### config.mk
export PLATFORM = sky130hd
export DESIGN_NAME = bounded_stack_with_search_core
export DESIGN_NICKNAME = d
export VERILOG_FILES = /design/src/rtl/bss_pkg.sv /design/src/rtl/bss_ram.sv /design/src/rtl/bss_ctrl.sv /design/src/rtl/bss_dp.sv /design/src/rtl/bounded_stack_with_search_core.sv
export SDC_FILE = /design/constraint.sdc
export NUM_CORES = 2
export LEC_CHECK = 0
export BUFFER_PORTS_ARGS = -buffer_cell sky130_fd_sc_hd__buf_2
export CAP_MARGIN = 40
export CORE_MARGIN = 2
export CORE_UTILIZATION = 60
export DETAILED_ROUTE_END_ITERATION = 6
export PLACE_DENSITY = 0.79
export SYNTH_ARGS = -nofsm -noshare
export SYNTH_HDL_FRONTEND = slang
export SYNTH_SLANG_ARGS = --single-unit
export TNS_END_PERCENT = 100
### constraint.sdc
create_clock -name aclk -period 4.75 [get_ports aclk]
set_input_delay 0.475 -clock aclk [delete_from_list [all_inputs] [get_ports aclk]]
set_output_delay 0.475 -clock aclk [all_outputs]
set_load 0.01 [all_outputs]
### src/rtl/bss_pkg.sv
// Shared types and codes for the bounded stack with search.
// Holds payload structs, operation and status codes and the control
// bundles passed between the controller and the datapath. No dependencies.
package bss_pkg;

    localparam int MODE_W  = 3;
    localparam int WORD_W  = 32;
    localparam int STAT_W  = 2;
    localparam int POS_W   = 6;
    localparam int CNT_W   = 7;

    localparam logic [MODE_W-1:0] OP_PUSH   = 3'd0;
    localparam logic [MODE_W-1:0] OP_POP    = 3'd1;
    localparam logic [MODE_W-1:0] OP_PEEK   = 3'd2;
    localparam logic [MODE_W-1:0] OP_SEARCH = 3'd3;
    localparam logic [MODE_W-1:0] OP_CLEAR  = 3'd4;

    localparam logic [STAT_W-1:0] ST_OK       = 2'd0;
    localparam logic [STAT_W-1:0] ST_OVERFLOW = 2'd1;
    localparam logic [STAT_W-1:0] ST_EMPTY    = 2'd2;
    localparam logic [STAT_W-1:0] ST_NOTFOUND = 2'd3;

    typedef struct packed {
        logic [MODE_W-1:0]        mode;
        logic signed [WORD_W-1:0] value;
    } bss_in_t;

    typedef struct packed {
        logic [STAT_W-1:0]        status;
        logic signed [WORD_W-1:0] read_value;
        logic [POS_W-1:0]         position;
        logic [CNT_W-1:0]         count;
        logic                     is_empty;
    } bss_out_t;

    // controller -> datapath
    typedef struct packed {
        logic              accept;    // input transfer this cycle
        logic              push;      // write top and grow
        logic              pop;       // shrink
        logic              clear;     // drop all entries
        logic              rd_top;    // read top entry, start a walk
        logic              rd_next;   // read next entry down
        logic              done;      // load the result register
        logic [STAT_W-1:0] status;
        logic              use_rdata; // result carries the read word
        logic              use_dist;  // result carries the walk distance
    } bss_cmd_t;

    // datapath -> controller
    typedef struct packed {
        logic empty;
        logic full;
        logic match;
        logic idx_zero;
        logic out_free;
    } bss_stat_t;

endpackage

### src/rtl/bss_ram.sv
// Generic single-write, single-read RAM with registered read data.
// No dependencies.
module bss_ram #(
    parameter int WIDTH = 32,
    parameter int DEPTH = 64
) (
    input  logic                     aclk,
    input  logic                     we,
    input  logic [$clog2(DEPTH)-1:0] waddr,
    input  logic [WIDTH-1:0]         wdata,
    input  logic                     re,
    input  logic [$clog2(DEPTH)-1:0] raddr,
    output logic [WIDTH-1:0]         rdata
);

    logic [WIDTH-1:0] mem_reg [DEPTH];
    logic [WIDTH-1:0] rdata_reg;

    always_ff @(posedge aclk) begin
        if (we) begin
            mem_reg[waddr] <= wdata;
        end
        if (re) begin
            rdata_reg <= mem_reg[raddr];
        end
    end

    assign rdata = rdata_reg;

endmodule

### src/rtl/bss_ctrl.sv
// Controller for the bounded stack: decodes the operation at the input
// transfer and sequences peek reads and top-down search walks.
// Depends on bss_pkg.
module bss_ctrl
    import bss_pkg::*;
(
    input  logic              aclk,
    input  logic              aresetn,
    input  logic              s_valid,
    output logic              s_ready,
    input  logic [MODE_W-1:0] s_mode,
    input  bss_stat_t         stat,
    output bss_cmd_t          cmd
);

    localparam logic [1:0] S_IDLE   = 2'd0;
    localparam logic [1:0] S_PEEK   = 2'd1;
    localparam logic [1:0] S_SEARCH = 2'd2;

    logic [1:0] state_reg;
    logic [1:0] state_next;

    // hold off input transfers while in reset
    assign s_ready = aresetn && (state_reg == S_IDLE) && stat.out_free;

    always_comb begin
        cmd        = '0;
        state_next = state_reg;
        case (state_reg)
            S_IDLE: begin
                if (s_valid && s_ready) begin
                    cmd.accept = 1'b1;
                    case (s_mode)
                        OP_PUSH: begin
                            cmd.done = 1'b1;
                            if (stat.full) begin
                                cmd.status = ST_OVERFLOW;
                            end else begin
                                cmd.push   = 1'b1;
                                cmd.status = ST_OK;
                            end
                        end
                        OP_POP: begin
                            cmd.done = 1'b1;
                            if (stat.empty) begin
                                cmd.status = ST_EMPTY;
                            end else begin
                                cmd.pop    = 1'b1;
                                cmd.status = ST_OK;
                            end
                        end
                        OP_PEEK: begin
                            if (stat.empty) begin
                                cmd.done   = 1'b1;
                                cmd.status = ST_EMPTY;
                            end else begin
                                cmd.rd_top = 1'b1;
                                state_next = S_PEEK;
                            end
                        end
                        OP_SEARCH: begin
                            if (stat.empty) begin
                                cmd.done   = 1'b1;
                                cmd.status = ST_NOTFOUND;
                            end else begin
                                cmd.rd_top = 1'b1;
                                state_next = S_SEARCH;
                            end
                        end
                        OP_CLEAR: begin
                            cmd.clear  = 1'b1;
                            cmd.done   = 1'b1;
                            cmd.status = ST_OK;
                        end
                        default: begin
                            cmd.done   = 1'b1;
                            cmd.status = ST_OK;
                        end
                    endcase
                end
            end
            S_PEEK: begin
                cmd.done      = 1'b1;
                cmd.use_rdata = 1'b1;
                cmd.status    = ST_OK;
                state_next    = S_IDLE;
            end
            S_SEARCH: begin
                if (stat.match) begin
                    cmd.done     = 1'b1;
                    cmd.use_dist = 1'b1;
                    cmd.status   = ST_OK;
                    state_next   = S_IDLE;
                end else if (stat.idx_zero) begin
                    cmd.done   = 1'b1;
                    cmd.status = ST_NOTFOUND;
                    state_next = S_IDLE;
                end else begin
                    cmd.rd_next = 1'b1;
                end
            end
            default: begin
                state_next = S_IDLE;
            end
        endcase
    end

    always_ff @(posedge aclk) begin
        if (!aresetn) begin
            state_reg <= S_IDLE;
        end else begin
            state_reg <= state_next;
        end
    end

    a_walk_enters_state: assert property (@(posedge aclk) disable iff (!aresetn)
        cmd.rd_top |=> (state_reg == S_PEEK || state_reg == S_SEARCH))
        else $error("read of top did not start a peek or search");

    a_no_accept_while_busy: assert property (@(posedge aclk) disable iff (!aresetn)
        (state_reg != S_IDLE) |-> !cmd.accept)
        else $error("input transfer while an operation is in progress");

    a_one_stack_update: assert property (@(posedge aclk) disable iff (!aresetn)
        $countones({cmd.push, cmd.pop, cmd.clear, cmd.rd_top, cmd.rd_next}) <= 1)
        else $error("more than one stack update in a cycle");

endmodule

### src/rtl/bss_dp.sv
// Datapath for the bounded stack: entry count, stack RAM, search walk
// registers and the result register. Depends on bss_pkg and bss_ram.
module bss_dp
    import bss_pkg::*;
#(
    parameter int DEPTH = 64
) (
    input  logic      aclk,
    input  logic      aresetn,
    input  bss_in_t   s_payload,
    input  bss_cmd_t  cmd,
    output bss_stat_t stat,
    output logic      m_valid,
    input  logic      m_ready,
    output bss_out_t  m_payload
);

    localparam int AW = (DEPTH > 1) ? $clog2(DEPTH) : 1;
    localparam int CW = $clog2(DEPTH + 1);

    logic [CW-1:0]     count_reg;
    logic [CW-1:0]     count_next;
    logic [AW-1:0]     idx_reg;
    logic [AW-1:0]     dist_reg;
    logic [WORD_W-1:0] key_reg;
    logic              m_valid_reg;
    bss_out_t          m_payload_reg;
    bss_out_t          res;

    logic [AW-1:0]     top_addr;
    logic [AW-1:0]     rd_addr;
    logic [WORD_W-1:0] rdata;
    logic [POS_W+AW-1:0] pos_wide;
    logic [CNT_W+CW-1:0] cnt_wide;

    assign top_addr = AW'(count_reg - CW'(1));
    assign rd_addr  = cmd.rd_top ? top_addr : (idx_reg - AW'(1));

    bss_ram #(
        .WIDTH (WORD_W),
        .DEPTH (DEPTH)
    ) u_ram (
        .aclk  (aclk),
        .we    (cmd.push),
        .waddr (AW'(count_reg)),
        .wdata (s_payload.value),
        .re    (cmd.rd_top || cmd.rd_next),
        .raddr (rd_addr),
        .rdata (rdata)
    );

    always_comb begin
        count_next = count_reg;
        if (cmd.clear) begin
            count_next = '0;
        end else if (cmd.push) begin
            count_next = count_reg + CW'(1);
        end else if (cmd.pop) begin
            count_next = count_reg - CW'(1);
        end
    end

    assign stat.empty    = (count_reg == '0);
    assign stat.full     = (count_reg == CW'(DEPTH));
    assign stat.match    = (rdata == key_reg);
    assign stat.idx_zero = (idx_reg == '0);
    assign stat.out_free = !m_valid_reg || m_ready;

    // report position and count at their fixed field widths
    assign pos_wide = {{POS_W{1'b0}}, (cmd.use_dist ? dist_reg : AW'(0))};
    assign cnt_wide = {{CNT_W{1'b0}}, count_next};

    always_comb begin
        res.status     = cmd.status;
        res.read_value = cmd.use_rdata ? rdata : '0;
        res.position   = pos_wide[POS_W-1:0];
        res.count      = cnt_wide[CNT_W-1:0];
        res.is_empty   = (count_next == '0);
    end

    always_ff @(posedge aclk) begin
        if (!aresetn) begin
            count_reg   <= '0;
            m_valid_reg <= 1'b0;
        end else begin
            count_reg <= count_next;
            if (cmd.done) begin
                m_valid_reg <= 1'b1;
            end else if (m_ready) begin
                m_valid_reg <= 1'b0;
            end
        end
    end

    always_ff @(posedge aclk) begin
        if (cmd.rd_top) begin
            idx_reg  <= top_addr;
            dist_reg <= '0;
            key_reg  <= s_payload.value;
        end else if (cmd.rd_next) begin
            idx_reg  <= idx_reg - AW'(1);
            dist_reg <= dist_reg + AW'(1);
        end
        if (cmd.done) begin
            m_payload_reg <= res;
        end
    end

    assign m_valid   = m_valid_reg;
    assign m_payload = m_payload_reg;

    a_count_bounded: assert property (@(posedge aclk) disable iff (!aresetn)
        count_reg <= CW'(DEPTH))
        else $error("entry count above capacity");

    a_no_result_overrun: assert property (@(posedge aclk) disable iff (!aresetn)
        cmd.done |-> (!m_valid_reg || m_ready))
        else $error("result loaded over an untaken result");

    a_walk_stays_below_count: assert property (@(posedge aclk) disable iff (!aresetn)
        cmd.rd_next |-> (CW'(idx_reg) < count_reg) && !stat.idx_zero)
        else $error("search walk left the filled entries");

endmodule

### src/rtl/bounded_stack_with_search_core.sv
// Bounded LIFO stack of signed 32-bit words with top-down search.
// Input channel s_valid/s_ready carries one operation (push, pop, peek,
// search, clear) and a word in s_payload; each transfer yields exactly one
// result on m_valid/m_ready: status, peeked word, search position, entry
// count after the operation and an empty flag.
// Push, pop, clear and unused codes finish at the input transfer: the result
// is registered there and shows on m_valid the next cycle, and a new item
// may follow every cycle while the receiver takes each result. Peek of a
// non-empty stack reads the top through the registered read of the stack
// RAM; on an empty stack peek and search finish at the input transfer.
// Search walks the RAM from the top one entry per cycle, ending at a match.
// s_ready is high when no operation is in progress and the result register
// is empty or being taken, so a stalled receiver holds one result and
// then stalls the input.
// Reset (aresetn low at a clock edge) empties the stack, drops any
// pending result and holds s_ready low; the RAM contents are not cleared
// and need no sweep. A push to a full stack is dropped with overflow status.
// Depends on bss_pkg, bss_ctrl, bss_dp and bss_ram.
module bounded_stack_with_search_core
    import bss_pkg::*;
#(
    parameter int DEPTH = 64
) (
    input  logic     aclk,
    input  logic     aresetn,
    input  logic     s_valid,
    output logic     s_ready,
    input  bss_in_t  s_payload,
    output logic     m_valid,
    input  logic     m_ready,
    output bss_out_t m_payload
);

    bss_cmd_t  cmd;
    bss_stat_t stat;

    bss_ctrl u_ctrl (
        .aclk    (aclk),
        .aresetn (aresetn),
        .s_valid (s_valid),
        .s_ready (s_ready),
        .s_mode  (s_payload.mode),
        .stat    (stat),
        .cmd     (cmd)
    );

    bss_dp #(
        .DEPTH (DEPTH)
    ) u_dp (
        .aclk      (aclk),
        .aresetn   (aresetn),
        .s_payload (s_payload),
        .cmd       (cmd),
        .stat      (stat),
        .m_valid   (m_valid),
        .m_ready   (m_ready),
        .m_payload (m_payload)
    );

endmodule

Word level (Yosys, flattened, before mapping)
Memories as Yosys holds them, arrays and structs flattened. A register that Yosys moved wholly into a read port is not among the register bits.
Index checks and enable logic that the tools add are counted.
{"block": "totals", "regBits": 102, "ramBits": 2048, "n_memories": 1}
{"block": "op_classes", "addsub": 4, "n_eq_ne": 13, "muxes": 40, "n_reduce_logical": 15}
{"name": "u_dp.u_ram.mem_reg", "depth": 64, "word_bits": 32, "rd": 1, "rd_ports_with_merged_regs": 1, "wr": 1, "line": "bss_ram.sv:16", "source": "logic [WIDTH-1:0] mem_reg [DEPTH];"}
{"operator": "$eq A32 B32 Y1", "count": 1}
{"operator": "$mux W7", "count": 3}
{"operator": "$mux W6", "count": 3}
{"operator": "$mux W1", "count": 17}
{"operator": "$mux W3", "count": 5}
{"operator": "$logic_not A7 Y1", "count": 2}
{"operator": "$mux W2", "count": 6}
{"operator": "$ne A3 B3 Y1 const B", "count": 4}
{"operator": "$pmux W3 S4", "count": 1}
{"operator": "$pmux W3 S3", "count": 1}
{"operator": "$mux W4", "count": 2}
{"operator": "$pmux W2 S2", "count": 2}
{"operator": "$add A7 B1 Y7 const B", "count": 1}
{"operator": "$eq A7 B7 Y1 const B", "count": 1}
{"operator": "$sub A7 B1 Y7 const B", "count": 1}
{"operator": "$add A6 B1 Y6 const B", "count": 1}
{"operator": "$eq A3 B2 Y1 const B", "count": 2}
{"operator": "$logic_not A6 Y1", "count": 1}
{"operator": "$sub A6 B1 Y6 const B", "count": 1}
{"operator": "$reduce_and A5 Y1", "count": 1}
{"operator": "$reduce_bool A2 Y1", "count": 2}
{"operator": "$eq A3 B1 Y1 const B", "count": 1}
{"operator": "$eq A3 B3 Y1 const B", "count": 1}
{"operator": "$logic_and A1 B1 Y1", "count": 3}
{"operator": "8 further kinds", "count": 9}

Depth between registers and ports, before layout
{"block": "depth", "depth_word": 10, "ltp_mapped": 18, "ltp_nobuf": 13}

Cells and area by module
Synthesis repeated with hierarchy kept, for this count alone.
{"block": "unflattened", "hier_cells": 3649, "hier_area_um2": 83234.8}
{"module": "bss_ram", "instances": 1, "cells_per_inst": 3324, "area_each_um2": 78835.6}
{"module": "bss_dp", "instances": 1, "cells_per_inst": 296, "area_each_um2": 4184.0}
{"module": "bss_ctrl", "instances": 1, "cells_per_inst": 29, "area_each_um2": 215.2}

Least setup slack after synthesis
OpenSTA, ideal clock, no wires.
{"block": "synth_timing", "path_kind": "flip-flop to flip-flop", "from": "register u_dp.count_reg[0]", "to": "register u_dp.m_payload_reg, in the netlist u_dp.m_payload[0], data pin", "setup_ns": 0.179, "arrival_ns": 3.825, "required_ns": 4.571, "setup_slack_ns": 0.746, "stages_incl_launch_ff": 12, "path_buffers": 2, "period_less_slack_ns": 4.004, "path_cell_list": "dfxtp_1 -> clkbuf_1 -> inv_1 -> ha_1 -> nor3b_4 -> a31oi_1 -> and3_1 -> clkbuf_1 -> nand4_1 -> nor2_1 -> a211oi_1 -> nor4_1"}
{"item": "from (decl)", "line": "bss_dp.sv:21", "source": "logic [CW-1:0] count_reg;"}
{"item": "from (signal assigned)", "line": "bss_dp.sv:86", "source": "count_reg <= count_next;"}
{"item": "to (signal assigned)", "line": "bss_dp.sv:105", "source": "m_payload_reg <= res;"}
{"item": "to (decl)", "line": "bss_dp.sv:27", "source": "bss_out_t m_payload_reg;"}

Worst setup path in the final report
{"block": "layout_timing", "from": "register u_dp.count_reg[1]", "to": "register u_dp.u_ram.rdata_reg[8] (netlist: u_dp.u_ram.rdata[8]), read port of u_dp.u_ram.mem_reg, data pin"}
{"block": "layout_between", "elab_chain_cells": 6}
{"item": "$logic_not A7 Y1", "line": "bss_dp.sv:63", "source": "assign stat.empty = (count_reg == '0);"}
{"item": "$mux W1", "line": "bss_ctrl.sv:53, bss_ctrl.sv:62"}
{"item": "$mux W1"}
{"item": "$mux W4", "line": "bss_ctrl.sv:31", "source": "if (s_valid && s_ready) begin"}
{"item": "$mux W4", "line": "bss_ctrl.sv:29", "source": "case (state_reg)"}
{"item": "$mux W6 or $logic_or A1 B1 Y1 (tied branches)", "line": "bss_dp.sv:37, bss_dp.sv:47"}
{"item": "to (decl)", "line": "bss_ram.sv:17", "source": "logic [WIDTH-1:0] rdata_reg;"}
Several ways; a longest one is shown, not always the timed one.
A chain may end at the register's enable or synchronous reset.

==> impl.org <==
** Power and ir drop
- Per report_power, the combinational group accounts for under 10% of the total.
- Sequential cells burn 56.2% of the power.
- Design internal power :: 30.2 mW
- Pleak :: between 30 and 40 nW
- Clock network power share :: 42.3%
- Power per unit of standard cell area :: 394 nW/um2
- In this run switching power makes up 19.9% of total power.
- Worst IR drop on VDD :: 0.344 mV
- Net Sw Power :: about 7.5 mW

** Global routing
- Final global-route overflow total :: 0
- The first global-routing pass estimated 351 mm of wire.
- met2 is the most crowded layer.
- Entering global routing, the biggest net connects 137 pins.
- Met2 capacity usage during global routing :: 50.4%
- For met1 alone, demand over resource in global routing was 43.7%.
- The number of antenna violations at the first check in global routing was 8.
- For this run, the total global-route usage over all layers was measured as 33.7%.
- The number of global-route vias before repair is approximately 51000.
- Fraction of met3 tracks used by global routing :: 11.2%

** Route
- For this block, the routed nets add up to 245 mm of wire.
- Drt drc :: 7
- Routed len/inst :: 31.8 um
- The routed layout has approximately 53000 vias.
- Vias/cell :: 6.90
- Before antenna repair, the detailed router went through 7 iterations.
- Initial DRC count :: 10568
- The count of nets left with antenna violations once routing finished came out at 0.

** STA
- Normalized max-slew margin :: 32.8%
- The count of final hold-check violations came to 0.
- Shortest clock period the worst path allows after layout :: 4.73 ns
- Number of slew-limit violations in the final report :: 0
- Final number of setup-violating endpoints :: 0
- Dividing the final minimum period by the clock period gives 99.6%.
- For this run, the top clock speed supported by timing is 211 MHz.
- For the pin with the worst max-slew slack, the measured transition is between 1 and 1.5 ns.
- Hold_ws :: 0.0357 ns
- Final setup margin :: about 0.021 ns
- Summed over all failing endpoints, the final setup total negative slack is 0 ns.
- Setup repair after global routing could not meet its margin everywhere.
- On the final layout, the worst clock skew is 0.0336 ns.

** Place
- Buffers placed on the I/O ports in this run total slightly below 90.
- Routability cong. :: between 0.9 and 1
- Pre-CTS WS :: 0.104 ns
- Post-place instance area :: approximately 90000 um2
- Half-perimeter wire length after detailed placement :: 137 mm

** Synthesis
- Synthesis inferred 2182 register bits.
- Average cell area after synthesis :: 15.7 um2
- Counting flops with an async set or reset pin after synthesis yields a share of 0%.
- The synthesized design devotes to its leading area cell type 76.8% of total area.
- Top flip-flop cell by instance count after synthesis :: edfxtp_1
- Synthesis produced a netlist whose cell count is 5395.
- edfxtp_1 takes more of the synthesized area than any other cell.
- Distinct cells, synth :: 67
- The number of nets in the synthesized netlist is 5439.
- Yosys warns :: 0
- After synthesis the cells add up to 84600 um2.
- Number of enable flip-flop cells after synthesis :: 2166
- Top post-synthesis cells by area :: edfxtp_1 (77%), nand2_1 (5.1%), mux4_2 (3.5%)
- Summing the sequential cell areas from Yosys gives 77.2% of the chip area.

** Setup path
- STA puts the critical path data required time at between 5 and 6 ns.
- The critical path is of the flop to flop type.
- Worst path top cell family by delay :: compound AO/OA/AOI/OAI gates
- STA puts the critical path data arrival time at 5.44 ns.
- Buffers plus inverters on the worst setup path :: 6
- Critical-path maximum fanout :: 61
- In this design, the critical path's most frequently occurring cell is buf_4.
- Chain of cells forming the critical path :: inv_1 > ha_1 > nor3b_4 > a21bo_2 > o21ai_1 > nand2_4 > inv_8 > buf_4 > buf_4 > a21oi_1 > a22oi_1 > o22ai_1 > a2111oi_1 > buf_1 > buf_4 > or3_1
- Slowest stage delay, CP :: 0.71 ns
- STA classifies the critical path startpoint as a flop.
- The slowest stage of the critical path is the a2111oi_1 cell.
- Endpoint kind of the worst setup timing path :: flop

** Clock network
- CTS H-tree depth :: 4
- Num Clock Sinks :: 2182
- TritonCTS built the clock tree.
- Inserted Clock Buffers :: 204
- The clock passes through at most 3 buffers.
- Root buffer cell :: clkbuf_16
- Setup Buffers After CTS :: 0
- Clock-pin slew was measured on the worst setup and hold paths at ~0.060 ns.
- Insertion delay to the later sink of the worst-skew pair :: 0.86 ns

** Die
- Row generation in the floorplan step produced between 100 and 150 rows.
- The initial utilization of the core area, before any placement, comes to 60.6%.
- Chip width :: ~380 um
- In this run the vertical extent of the chip is 380 um.
- Die area :: 144000 um2
- During I/O placement, the number of pins put on the boundary was 89.
- Core area :: 140000 um2

** Finish
- Final instance area :: about 96000 um2
- Proportion of layout cells with a drive suffix above 1 :: 15.5%
- The net count of the finished layout is 5697.
- Cells fill between 60% and 70% of the core in the end.
- Count of fill cells added during filler insertion :: about 8400
- The register with the most flip-flops in the layout has around 2000 of them.
- Syn-to-layout area delta :: 13.1%

** Run status
- Result of the run :: finished with violations
- The final reports fail on DRC.

** Hold path
- The path class of the tightest hold or removal check is input pin to flop.

** Flow run
- Max-capacitance violation count :: 0
==> cell usage in the layout (no fill, tap or decap), types with 99 or more instances in the layout <==
master / count
edfxtp_1: 2166
nand2_1: 1140
nand3_1: 294
buf_4: 244
a21oi_1: 209
clkbuf_16: 208
a31oi_1: 195
mux4_2: 130
a22oi_1: 103
a32oi_1: 99
==> power by group through the flow <==
| stage | sequential [mW] | combinational [mW] | clock [mW] |
|---|---|---|---|
| 6_report | 21.2 | 0.574 | 16.0 |
| 5_1_grt | 21.2 | 0.594 | 16.7 |
| 3_5_place_dp | 21.6 | 0.547 | 0 |
| 4_1_cts | 21.2 | 0.552 | 16.0 |
| 3_3_place_gp | 21.6 | 0.521 | 0 |
| 2_1_floorplan | 21.6 | 0.107 | 0 |
==> final cells by class <==
class | count | area [um2] | share of cell area, %
Clock buffer | 247 | 5360 | 5.60
Antenna cell | 9 | 22.5 | 0.0235
Sequential cell | 2182 | 65400 | 68.3
Clock inverter | 129 | 1140 | 1.19
Tap cell | 1876 | 2350 | 2.45
Inverter | 13 | 68.8 | 0.0719
Timing Repair Buffer | 397 | 3380 | 3.53
Multi-Input combinational cell | 2855 | 18000 | 18.8
==> worst reg2reg max path: cells and delay by family (launching register included) <==
family | cells | cell delay [ns]
flip-flops | 1 | 0.43
AO/OA/AOI/OAI | 6 | 1.62
adder cells (fa/ha/maj) | 1 | 0.26
AND/OR/NAND/NOR | 3 | 0.56
buffers and inverters | 6 | 1.72
==> synthesized netlist by cell type, types with 13 or more instances <==
cell / instances
a21oi_1: 209
dfxtp_1: 16
a2111oi_0: 23
buf_6: 13
edfxtp_1: 2166
nand4_1: 44
clkbuf_1: 137
a31oi_1: 195
a211oi_1: 66
buf_4: 26
mux4_2: 130
o21ai_0: 29
nand3_1: 294
a22o_1: 24
and2_1: 46
o22ai_1: 31
or3_1: 26
xnor2_1: 39
nor2_1: 90
nand2_1: 1141
buf_1: 18
and3_1: 69
a32oi_1: 99
buf_2: 142
a22oi_1: 103
mux2i_1: 88
==> kinds of logic after synthesis <==
logic type                 synth area share (%)
xor gates and xnor gates                  0.497
adders and majority gates                0.0739
and+or+nand+nor                            9.02
buffers and inverters                      2.16
DFF                                        77.2
muxes                                      4.50
AOI/OAI and AO/OA                          6.52
==> per-stage QoR <==
step / cells / power, mW
floorplan: 5395 / 21.7
global placement: 7292 / 22.1
detailed placement: 7316 / 22.2
CTS: 7697 / 37.8
global route: 7703 / 38.5
finish: 7708 / 37.7
==> final timing paths <==
check / from / endpoint / slack [ns] / depth (start not counted)
hold reg to reg: u_dp.dist_reg[5] / u_dp.dist_reg[5] / 0.51 / 2
hold / removal: s_payload[4] / u_dp.u_ram.mem_reg[59][4] / 0.04 / 1
setup / recovery: u_dp.count_reg[1] / u_dp.u_ram.rdata[8] / 0.02 / 16
setup reg to reg: u_dp.count_reg[1] / u_dp.u_ram.rdata[8] / 0.02 / 16
==> per-layer routing <==
metal  vias up  wire, um  share of wire [%]
li1      21354         -                  -
met1     26054     80000                 33
met4         8     15900                6.5
met3       916     38400                 16
met2      4872    111000                 45
met5         -        62              0.025
==> timing repair <==
| action | in CTS | in global routing |
|---|---|---|
| hold buffers | 5 | 0 |
| endpoints found under the hold margin | 12 | 0 |
| setup endpoints to repair | 0 | 5 |
| resized for setup | 0 | 4 |
Power figures use the tool's default switching activity.
